## config.mk

```make
export PLATFORM = sky130hd
export DESIGN_NAME = mbr_ctrl
export DESIGN_NICKNAME = d
export VERILOG_FILES = /design/src/sv/mbr_pkg.sv /design/src/sv/mbr_ctrl.sv
export SDC_FILE = /design/constraint.sdc
export NUM_CORES = 1
export LEC_CHECK = 0
export BUFFER_PORTS_ARGS = -buffer_cell sky130_fd_sc_hd__buf_2
export CAP_MARGIN = 0
export CORE_AREA = 4 4 74 76
export DETAILED_ROUTE_END_ITERATION = 8
export DIE_AREA = 0 0 78 80
export PLACE_DENSITY = 0.8
export SYNTH_ARGS = -nofsm -noshare
export SYNTH_HDL_FRONTEND = slang
export SYNTH_SLANG_ARGS = --single-unit
```

## constraint.sdc

```tcl
create_clock -name clk -period 5.96 [get_ports clk]
set_input_delay 1.192 -clock clk [delete_from_list [all_inputs] [get_ports clk]]
set_output_delay 1.192 -clock clk [all_outputs]
set_load 0.05 [all_outputs]
```

## src/sv/mbr_pkg.sv

```systemverilog
// ============================================================================
// mbr_pkg - shared types and constants for the multi-buffer ring manager
// Item field widths, command and stage codes, and the per-item result record.
// ============================================================================
package mbr_pkg;

    localparam int DATA_W      = 32;  // push_word / read_word
    localparam int SLOT_W      = 8;   // read_slot
    localparam int FILL_OUT_W  = 9;   // read_fill
    localparam int MODE_W      = 2;
    localparam int IN_TDATA_W  = 40;  // push_word, read_slot
    localparam int OUT_TDATA_W = 48;  // result fields, zero padded

    typedef enum logic [MODE_W-1:0] {
        MODE_PUSH     = 2'd0,
        MODE_READ     = 2'd1,
        MODE_RELEASE  = 2'd2,
        MODE_COMPLETE = 2'd3
    } mode_t;

    typedef enum logic [1:0] {
        PH_ADDING   = 2'd0,
        PH_FINISHED = 2'd1,
        PH_ALL_READ = 2'd2
    } phase_t;

    // result of one item; read_ready, read_fill, all_read and stage are taken after the state update
    typedef struct packed {
        logic                  accepted;
        logic                  read_ready;
        logic                  hit;        // read_word comes from the word RAM
        logic [FILL_OUT_W-1:0] read_fill;
        logic                  all_read;
        phase_t                stage;
    } mbr_result_t;

endpackage

```

## src/sv/mbr_ctrl.sv

```systemverilog
// ============================================================================
// mbr_ctrl - ring pointers, write fill count and stage
// Decodes one command per item, updates the ring state and issues the RAM
// access. Fill of any buffer other than the write buffer follows from the
// pointers: buffers from read up to write hold CAPACITY words, the rest none.
// ============================================================================
module mbr_ctrl import mbr_pkg::*; #(
    parameter int NUM_BUFFERS = 4,
    parameter int CAPACITY    = 256,
    parameter int WORD_WIDTH  = 32
) (
    input  logic                clk,
    input  logic                rst_n,
    input  logic                item_valid,
    input  mode_t               mode,
    input  logic [DATA_W-1:0]   push_word,
    input  logic [SLOT_W-1:0]   read_slot,
    output logic                mem_we,
    output logic                mem_re,
    output logic [((NUM_BUFFERS * CAPACITY > 1) ?
                   $clog2(NUM_BUFFERS * CAPACITY) : 1)-1:0] mem_addr,
    output logic [WORD_WIDTH-1:0] mem_wdata,
    output mbr_result_t         res
);

    localparam int DEPTH  = NUM_BUFFERS * CAPACITY;
    localparam int ADDR_W = (DEPTH > 1) ? $clog2(DEPTH) : 1;
    localparam int IDX_W  = (NUM_BUFFERS > 1) ? $clog2(NUM_BUFFERS) : 1;
    localparam int FILL_W = $clog2(CAPACITY + 1);
    localparam int CMP_W  = (FILL_W > SLOT_W) ? FILL_W : SLOT_W;
    localparam int FX_W   = (FILL_W > FILL_OUT_W) ? FILL_W : FILL_OUT_W;
    localparam int XW     = (WORD_WIDTH > DATA_W) ? WORD_WIDTH : DATA_W;
    localparam logic [IDX_W-1:0]  LAST_IDX = IDX_W'(NUM_BUFFERS - 1);
    localparam logic [FILL_W-1:0] CAP_F    = FILL_W'(CAPACITY);

    function automatic logic [IDX_W-1:0] ring_next(input logic [IDX_W-1:0] idx);
        return (idx == LAST_IDX) ? '0 : idx + 1'b1;
    endfunction

    logic [IDX_W-1:0]  widx_reg, widx_next;
    logic [IDX_W-1:0]  ridx_reg, ridx_next;
    logic [FILL_W-1:0] wfill_reg, wfill_next;
    phase_t            phase_reg, phase_next;

    logic              avail_pre, avail_post, slot_hit;
    logic              w_full, push_ok;
    logic              acc_c, hit_c;
    logic [IDX_W-1:0]  w_nxt, eff_w, e_nxt;
    logic [FILL_W-1:0] eff_f, new_f, rfill_pre, rfill_post;
    logic [ADDR_W-1:0] wr_addr, rd_addr;
    logic [FX_W-1:0]   rfill_ext;
    logic [XW-1:0]     push_ext;

    always_ff @(posedge clk or negedge rst_n)
    begin
        if (!rst_n)
        begin
            widx_reg  <= '0;
            ridx_reg  <= '0;
            wfill_reg <= '0;
            phase_reg <= PH_ADDING;
        end
        else if (item_valid)
        begin
            widx_reg  <= widx_next;
            ridx_reg  <= ridx_next;
            wfill_reg <= wfill_next;
            phase_reg <= phase_next;
        end
    end

    assign avail_pre = (phase_reg != PH_ALL_READ) &&
                       !(phase_reg == PH_ADDING && ridx_reg == widx_reg);
    assign rfill_pre = (ridx_reg == widx_reg) ? wfill_reg : CAP_F;
    assign slot_hit  = CMP_W'(read_slot) < CMP_W'(rfill_pre);

    // a full write buffer hands over to the next one before storing
    assign w_full  = (wfill_reg == CAP_F);
    assign w_nxt   = ring_next(widx_reg);
    assign eff_w   = w_full ? w_nxt : widx_reg;
    assign eff_f   = w_full ? '0 : wfill_reg;
    assign new_f   = eff_f + 1'b1;
    assign e_nxt   = ring_next(eff_w);
    assign push_ok = (phase_reg == PH_ADDING) && !(w_full && w_nxt == ridx_reg);

    assign wr_addr  = ADDR_W'(eff_w) * ADDR_W'(CAPACITY) + ADDR_W'(eff_f);
    assign rd_addr  = ADDR_W'(ridx_reg) * ADDR_W'(CAPACITY) + ADDR_W'(read_slot);
    assign push_ext = XW'(push_word);
    assign mem_wdata = push_ext[WORD_WIDTH-1:0];

    always_comb
    begin
        widx_next  = widx_reg;
        ridx_next  = ridx_reg;
        wfill_next = wfill_reg;
        phase_next = phase_reg;
        mem_we     = 1'b0;
        mem_re     = 1'b0;
        mem_addr   = rd_addr;
        acc_c      = 1'b0;
        hit_c      = 1'b0;
        unique case (mode)
            MODE_PUSH:
            begin
                if (push_ok)
                begin
                    mem_we   = item_valid;
                    mem_addr = wr_addr;
                    acc_c    = 1'b1;
                    if (new_f == CAP_F && e_nxt != ridx_reg)
                    begin
                        widx_next  = e_nxt;
                        wfill_next = '0;
                    end
                    else
                    begin
                        widx_next  = eff_w;
                        wfill_next = new_f;
                    end
                end
            end
            MODE_READ:
            begin
                if (avail_pre && slot_hit)
                begin
                    hit_c  = 1'b1;
                    mem_re = item_valid;
                end
            end
            MODE_RELEASE:
            begin
                if (avail_pre)
                begin
                    if (ridx_reg == widx_reg)
                    begin
                        wfill_next = '0;
                        phase_next = PH_ALL_READ;
                    end
                    else
                    begin
                        ridx_next = ring_next(ridx_reg);
                    end
                end
            end
            MODE_COMPLETE:
            begin
                phase_next = PH_FINISHED;
            end
            default:
            begin
                phase_next = phase_reg;
            end
        endcase
    end

    // status after the update
    assign avail_post = (phase_next != PH_ALL_READ) &&
                        !(phase_next == PH_ADDING && ridx_next == widx_next);
    assign rfill_post = (ridx_next == widx_next) ? wfill_next : CAP_F;
    assign rfill_ext  = FX_W'(rfill_post);

    assign res.accepted   = acc_c;
    assign res.hit        = hit_c;
    assign res.read_ready = avail_post;
    assign res.read_fill  = avail_post ? rfill_ext[FILL_OUT_W-1:0] : '0;
    assign res.all_read   = (phase_next == PH_ALL_READ);
    assign res.stage      = phase_next;

endmodule

```

### After elaboration in Yosys (flattened, before gate mapping)

Cells that the tools add are included.

| operators by class | value |
|---|---|
| $add $sub $neg | 6 |
| magnitude comparators | 1 |
| equal/unequal tests | 15 |
| mux-type cells | 32 |
| reduce and logical (&&, ||, !) cells | 14 |

Operators by type and width:

| cell | number |
|---|---|
| $mux 9 | 8 |
| $mux 2 | 12 |
| $mux 10 | 2 |
| $eq 9x9->1 const B | 2 |
| $pmux 9 s2 | 1 |
| $eq 2x2->1 const B | 6 |
| $add 10x8->10 | 1 |
| $add 10x9->10 | 1 |
| $add 9x1->9 const B | 1 |
| $lt 8x9->1 | 1 |
| $logic_and 1x1->1 | 8 |
| $mux 1 | 8 |
| $add 2x1->2 const B | 3 |
| $eq 2x2->1 | 3 |
| $logic_not 2->1 | 3 |
| $ne 2x2->1 const B | 2 |
| $pmux 2 s2 | 1 |
| $logic_not 1->1 | 3 |
| $eq 2x1->1 const B | 1 |
| $ne 2x2->1 | 1 |

| storage, ports and cells | value |
|---|---|
| bits in registers | 15 |
| input bits | 45 |
| output and inout port bits | 59 |
| logic and storage cells | 72 |

### Depth between registers and ports, before layout

Gate-level depths: netlist of run 1.

| logic depth | value |
|---|---|
| depth after elaboration | 15 |
| gate-level depth with buffers | 13 |
| depth with buffers taken out | 12 |

### Worst setup path after synthesis of run 1

OpenSTA, ideal clock, no wires.

| path | value |
|---|---|
| path type | reg2out |
| start point | register wfill_reg[0] |
| end point | output res[3] (netlist name) |
| arrival time | 4.162 ns |
| required time | 4.768 ns |
| setup slack | 0.606 ns |
| cell stages (with the launch flop) | 12 |
| buffers on the path | 2 |
| cells stage by stage | dfrtp_1 buf_6 dlygate4sd3_1 ha_1 or3_1 a211o_1 a221o_1 or3_4 o41a_1 and3_4 a2111o_4 nor2_1 |

RTL lines:

| element | line | text |
|---|---|---|
| start: declaration | mbr_ctrl.sv:42 | `logic [FILL_W-1:0] wfill_reg, wfill_next;` |
| start signal: assignment | mbr_ctrl.sv:67 | `wfill_reg <= wfill_next;` |
| end: declaration | mbr_ctrl.sv:23 | `output mbr_result_t res` |

==> results of run 1 <==
## worst min-delay path: cells and delay by family, from the launching register on
| family | cells | cell delay (ns) |
|---|---|---|
| flops | 1 | 0.38 |
| buf+inv | 1 | 0.08 |
| compound gates | 1 | 0.10 |
## per-layer routing
| layer | wire, um | part of all wire [%] |
|---|---|---|
| met1 | 2349 | 42 |
| met5 | 0 | 0 |
| met4 | 107 | 1.9 |
| met2 | 2670 | 48 |
| met3 | 416 | 7.5 |
## worst min-delay path by stage
stage | to | from | slack (ns) | cells after the start
CTS | phase_reg[1] | phase_reg[1] | 0.61 | 2
finish | phase_reg[1] | phase_reg[1] | 0.61 | 2
global route | phase_reg[1] | phase_reg[1] | 0.66 | 2
floorplan | phase_reg[1] | phase_reg[1] | 0.54 | 2
global placement | phase_reg[1] | phase_reg[1] | 0.59 | 2
detailed placement | phase_reg[1] | phase_reg[1] | 0.60 | 2
## placed cells by master, fill, tap and decap left out, types with 2 or more instances in the layout
| master | netlist | layout |
|---|---|---|
| nand2_1 | 63 | 63 |
| buf_2 | 0 | 39 |
| nor2_1 | 23 | 23 |
| a21oi_1 | 21 | 21 |
| o21ai_0 | 21 | 21 |
| dfrtp_1 | 15 | 15 |
| nor3_1 | 14 | 14 |
| ha_1 | 11 | 11 |
| inv_1 | 10 | 10 |
| nand3_1 | 7 | 7 |
| mux2i_1 | 5 | 5 |
| nand2b_1 | 4 | 4 |
| or3_1 | 4 | 4 |
| a21o_1 | 4 | 4 |
| nor2b_1 | 3 | 3 |
| mux2_2 | 3 | 3 |
| a21oi_2 | 3 | 3 |
| or2_2 | 3 | 3 |
| a22oi_1 | 3 | 3 |
| a22o_1 | 3 | 3 |
| clkbuf_8 | 0 | 3 |
| nor4_2 | 2 | 2 |
| and3_1 | 2 | 2 |
| xor2_1 | 2 | 2 |
| nor4b_1 | 2 | 2 |
| nor4_1 | 2 | 2 |
| a211o_1 | 2 | 2 |
| o211ai_1 | 2 | 2 |
| and2_1 | 2 | 2 |
| buf_4 | 39 | 2 |
## kinds of logic (layout without fill, tap and decap cells)
group                    after synthesis  count (layout)
adder cells (fa/ha/maj)               12              12
flip-flops                            15              15
buffers and inverters                 64              56
multiplexers                           8               8
XOR/XNOR                               2               2
AND/OR/NAND/NOR                      139             139
AO/OA/AOI/OAI                         76              76
## layout make-up
type,count,share of cell area (%)
Tap cell,67,3.818
Multi-Input combinational cell,237,65.53
Timing Repair Buffer,41,9.573
Sequential cell,15,17.09
Inverter,11,1.880
Clock buffer,3,1.880
Clock inverter,1,0.2279
## power by group through the flow
stage / clock network [mW] / logic [mW] / registers (mW)
floorplan: 0 / 0.552 / 0.162
global placement: 0 / 0.521 / 0.221
detailed placement: 0 / 0.530 / 0.223
CTS: 0.0894 / 0.532 / 0.221
global route: 0.0957 / 0.586 / 0.234
finish: 0.0889 / 0.532 / 0.223
==> results.py, run 1 <==
metrics = {
    "critical_path": {
        "startpoint": "widx_reg[0]",
        "critPathSlowestCell": "a2111o_4",
        "cp_num_cells": 12,
        "r2r-end": "wfill_reg[1]",
        "startpoint_type": "flip-flop",
        "worst-path-max-fanout": 18,
        "critPathKind": "reg2out",
        "max_stage_delay_ns": 0.59,
        "crit_required_ns": 4.77,
        "r2r_start": "widx_reg[0]",
        "cpLargestDelayFamily": "simple AND/OR/NAND/NOR gates",
        "crit_path_end_kind": "primary output",
        "ff2ff_setup_slack_ns": 2.72,
        "r2r_cells": 10,
        "cp_num_buf_inv": 3,
        "crit_chain": "ha_1 > nor2b_1 > nor4b_1 > a21oi_1 > nand2_1 > buf_4 > clkinv_1 > and2b_1 > o21ai_0 > a2111o_4 > a21oi_2 > buf_2",
        "setup.worst_path.end": "res[10]",
        "cp_data_arrival_time_ns": 4.26,
    },
    "synth": {
        "ys_ff_latch": 15,
        "synthTopCellsByArea": "dfrtp_1, buf_4, nand2_1",
        "synth_edf_count": 0,
        "synth_top_flop_cell": "dfrtp_1",
        "synth_top_area_share_pct": 16.67,
        "ys_seq_area_share_pct": 16.67,
        "yosysWarnings": 0,
        "syn_inst": 316,
        "syn_avg_cell_area_um2": 7.127,
        "async_reset_ff_share_pct": 100.0,
        "synthSimpleGateAreaFrac_pct": 29.78,
        "synth.distinct_cells": 60,
        "synth_commonest_cells": "nand2_1, buf_4, nor2_1, a21oi_1, o21ai_0",
        "yosys.area_share.adder_pct": 6.556,
        "synth_nets": 372,
        "synthMostInstantiatedCell": "nand2_1",
        "synth-xor-area-share_pct": 0.7778,
        "muxShareOfSynthArea_pct": 3.722,
        "synth_area_leader_cell": "dfrtp_1",
        "synth_compound_area_share_pct": 23.06,
        "synth_top_family_by_area": "simple AND/OR/NAND/NOR gates",
        "netlist_area_um2": 2252,
    },
    "global_route": {
        "met2_usage_pct": 31.34,
        "top_usage_layer": "met2",
        "track_usage_pct": 18.57,
        "grt_max_degree": 19,
        "met1_usage_pct": 22.76,
        "antenna_found_initial": 0,
        "grt_pass1_vias": 1973,
        "met3_usage_pct": 4.176,
        "grt_overflow": 0,
        "grt_pass1_wl_um": 9397,
    },
    "die": {
        "die_w_um": 78,
        "core.rowCount": 25,
        "coreArea_um2": 4723,
        "dieArea_um2": 6240,
        "start_util_pct": 47.68,
        "die_h_um": 80,
        "pin_count": 104,
    },
    "run_status": {
        "status": "complete, no violations",
    },
    "detailed_routing": {
        "finalWirelength_um": 5544,
        "drc_errors": 0,
        "drtPass1Iterations": 5,
        "vias": 2085,
        "viasPerCell": 5.560,
        "postRouteAntennaNets": 0,
        "drtIter0Drc": 179,
        "wl_per_cell_um": 14.78,
    },
    "clock_network": {
        "htreeDepth": 1,
        "clock_sinks": 15,
        "root_buffer": "clkbuf_8",
        "cts_tree": "built",
        "ctsLongestPathBuffers": 2,
        "cts-resized-gates": 0,
        "ctsHoldBuffers": 0,
        "clk_latency_ns": 0.26,
        "cts_setup_buffers": 0,
        "cts_buffers": 3,
        "path_clk_slew_ns": 0.07,
    },
    "final_layout": {
        "areaGrowthSynthToFinish_pct": -2.500,
        "nets": 365,
        "fillers": 482,
        "final_layout_size_suffix_gt1_share_pct": 21.43,
        "fin_util_pct": 46.49,
        "seq_area_um2": 375.4,
        "largest_reg_flops": 9,
        "finalInstanceArea_um2": 2196,
        "layout.cells.non_filler": 375,
        "multi_input_area_um2": 1439,
        "antenna_cells": 0,
    },
    "pwr": {
        "switching_share_pct": 58.53,
        "max-vdd-ir-drop_v": 0.0001607,
        "power_frac_comb_pct": 63.0,
        "power_frac_seq_pct": 26.4,
        "cellInternalPower_mw": 0.3500,
        "power.leakage_nw": 0.9727,
        "pwr_density_cell_nw_per_um2": 384.4,
        "p_sw_mw": 0.4940,
        "clock_power_share_pct": 10.5,
        "power.total_mw": 0.8440,
    },
    "sta": {
        "finClkSkew_ns": 0.001776,
        "fin_ws_ns": 0.5051,
        "finalHoldViolCount": 0,
        "tightest_slew_ns": 0.7542,
        "whs_ns": 0.6063,
        "max_freq_mhz": 183.3,
        "maxSlewViolCount": 0,
        "rsz0062_at_grt": "no",
        "max-slew-margin-rel_pct": 49.01,
        "period_share_pct": 91.53,
        "min_period_ns": 5.455,
        "finalSetupTns_ns": 0,
        "setup_violations": 0,
    },
    "place": {
        "dpl_worst_slack_ns": 0.8897,
        "hpwl_um": 4283,
        "gp_congestion": 0.9462,
        "numPortBuffers": 39,
        "placedCellCount": 371,
        "dpl_cell_area_um2": 2150,
    },
    "worst_hold_path": {
        "worst_hold_path_type": "reg2reg",
    },
    "run": {
        "cap_viol_max_count": 0,
    },
}
(Power assumes the default switching activity.)
==> run 2: changes to the inputs <==
CELL_PAD_IN_SITES_DETAIL_PLACEMENT = 0   (was default)
CELL_PAD_IN_SITES_GLOBAL_PLACEMENT = 1   (was default)
CORE_AREA = 4 4 88 90   (was 4 4 74 76)
DIE_AREA = 0 0 92 94   (was 0 0 78 80)
GPL_ROUTABILITY_DRIVEN = 0   (was default)
PLACE_DENSITY = default   (was 0.8)
PLACE_DENSITY_LB_ADDON = 0.1   (was default)
==> results.py, run 2 (synthesis gave the netlist of run 1 again) <==
metrics = {
    "clock_network": {
        "cts-resized-gates": 0,
        "cts_tree": "built",
        "path_clk_slew_ns": 0.08,
        "cts_setup_buffers": 0,
        "ctsHoldBuffers": 0,
        "root_buffer": "clkbuf_8",
        "htreeDepth": 1,
        "cts_buffers": 3,
        "clock_sinks": 15,
        "ctsLongestPathBuffers": 2,
        "clk_latency_ns": 0.26,
    },
    "sta": {
        "finClkSkew_ns": 0.01218,
        "whs_ns": 0.5951,
        "rsz0062_at_grt": "no",
        "finalSetupTns_ns": 0,
        "maxSlewViolCount": 0,
        "period_share_pct": 91.37,
        "min_period_ns": 5.446,
        "max-slew-margin-rel_pct": 45.83,
        "max_freq_mhz": 183.6,
        "fin_ws_ns": 0.5141,
        "tightest_slew_ns": 0.8013,
        "setup_violations": 0,
        "finalHoldViolCount": 0,
    },
    "critical_path": {
        "ff2ff_setup_slack_ns": 2.72,
        "r2r_cells": 10,
        "critPathKind": "reg2out",
        "crit_path_end_kind": "primary output",
        "worst-path-max-fanout": 18,
        "crit_required_ns": 4.77,
        "r2r_start": "widx_reg[0]",
        "cp_data_arrival_time_ns": 4.25,
        "startpoint_type": "flip-flop",
        "r2r-end": "wfill_reg[1]",
        "startpoint": "widx_reg[0]",
    },
    "final_layout": {
        "layout_commonest_cell": "nand2_1",
        "final_layout_size_suffix_gt1_share_pct": 22.19,
        "multi_input_area_um2": 1439,
        "fin_util_pct": 32.03,
        "antenna_cells": 0,
        "fillers": 806,
        "largest_reg_flops": 9,
        "layout_common_cells": "nand2_1, buf_2, nor2_1",
        "finalInstanceArea_um2": 2261,
        "nets": 368,
        "areaGrowthSynthToFinish_pct": 0.3890,
        "seq_area_um2": 375.4,
        "layout.cells.non_filler": 410,
    },
    "pwr": {
        "pwr_density_cell_nw_per_um2": 382.1,
        "max-vdd-ir-drop_v": 0.0001435,
        "power.leakage_nw": 0.9836,
        "power.total_mw": 0.8638,
    },
    "detailed_routing": {
        "wl_per_cell_um": 15.73,
        "vias": 2080,
        "drtIter0Drc": 78,
        "drc_errors": 0,
        "finalWirelength_um": 6449,
        "viasPerCell": 5.073,
        "drtPass1Iterations": 4,
        "postRouteAntennaNets": 0,
    },
    "global_route": {
        "grt_overflow": 0,
        "grt_max_degree": 19,
        "top_usage_layer": "met2",
        "met3_usage_pct": 3.045,
        "met2_usage_pct": 26.03,
        "antenna_found_initial": 0,
        "grt_pass1_vias": 2000,
        "grt_pass1_wl_um": 10670,
        "met1_usage_pct": 20.64,
        "track_usage_pct": 15.50,
    },
    "die": {
        "die_h_um": 94,
        "pin_count": 104,
        "die_w_um": 92,
        "start_util_pct": 31.90,
        "dieArea_um2": 8648,
        "core.rowCount": 31,
        "coreArea_um2": 7059,
    },
    "place": {
        "numPortBuffers": 39,
        "placedCellCount": 406,
        "dpl_worst_slack_ns": 0.7920,
        "hpwl_um": 5026,
        "dpl_cell_area_um2": 2212,
    },
    "worst_hold_path": {
        "worst_hold_path_type": "reg2reg",
        "holdPathStages": 2,
        "worstHoldEndpoint": "phase_reg[1]",
        "worstHoldStart": "phase_reg[1]",
    },
    "run": {
        "cap_viol_max_count": 0,
    },
    "run_status": {
        "status": "complete, no violations",
    },
}
run 2: cell types whose count changed in the layout (fill, tap and decap cells not counted), sizes merged:
| cell | before | now |
|---|---|---|
| clkinvlp | 0 | 1 |
| clkinv | 2 | 1 |
| buf | 41 | 44 |
run 2: worst max path at each step:
stage               to  depth (start not counted)  slack [ns]
5_1_grt         res[9]                         13        0.14
3_3_place_gp   res[10]                         13        0.94
3_5_place_dp   res[10]                         13        0.79
2_1_floorplan   res[3]                         11        0.61
4_1_cts        res[10]                         13        0.52
6_report       res[10]                         13        0.51
run 2: area by class of cell:
type	count	area share, %
well taps	99	5.479
clock buffers	3	1.826
repair buffers	44	10.29
inverters	11	1.826
clock inverters	1	0.3320
multi-input cells	237	63.64
flip-flops and latches	15	16.60
run 2: power by group:
group	internal [mW]	switching [mW]
Combinational	0.181	0.394
Sequential	0.131	0.0687
Clock	0.0471	0.0424
run 2: metal layers:
metal,vias up,part of all wire [%]
li1,1062,-
met1,957,47
met2,50,47
met3,11,4.3
met4,0,1.7
met5,-,0
run 2: critical path, cell delays in order, from the launching register on:
cell	delay (ns)
dfrtp_1	0.47
ha_1	0.39
nor2b_1	0.17
nor4b_1	0.47
a21oi_1	0.25
nand2_1	0.11
buf_4	0.22
clkinv_1	0.43
nand3_1	0.23
o41a_1	0.21
a21oi_2	0.09
a2111o_4	0.53
a21oi_2	0.15
buf_2	0.28
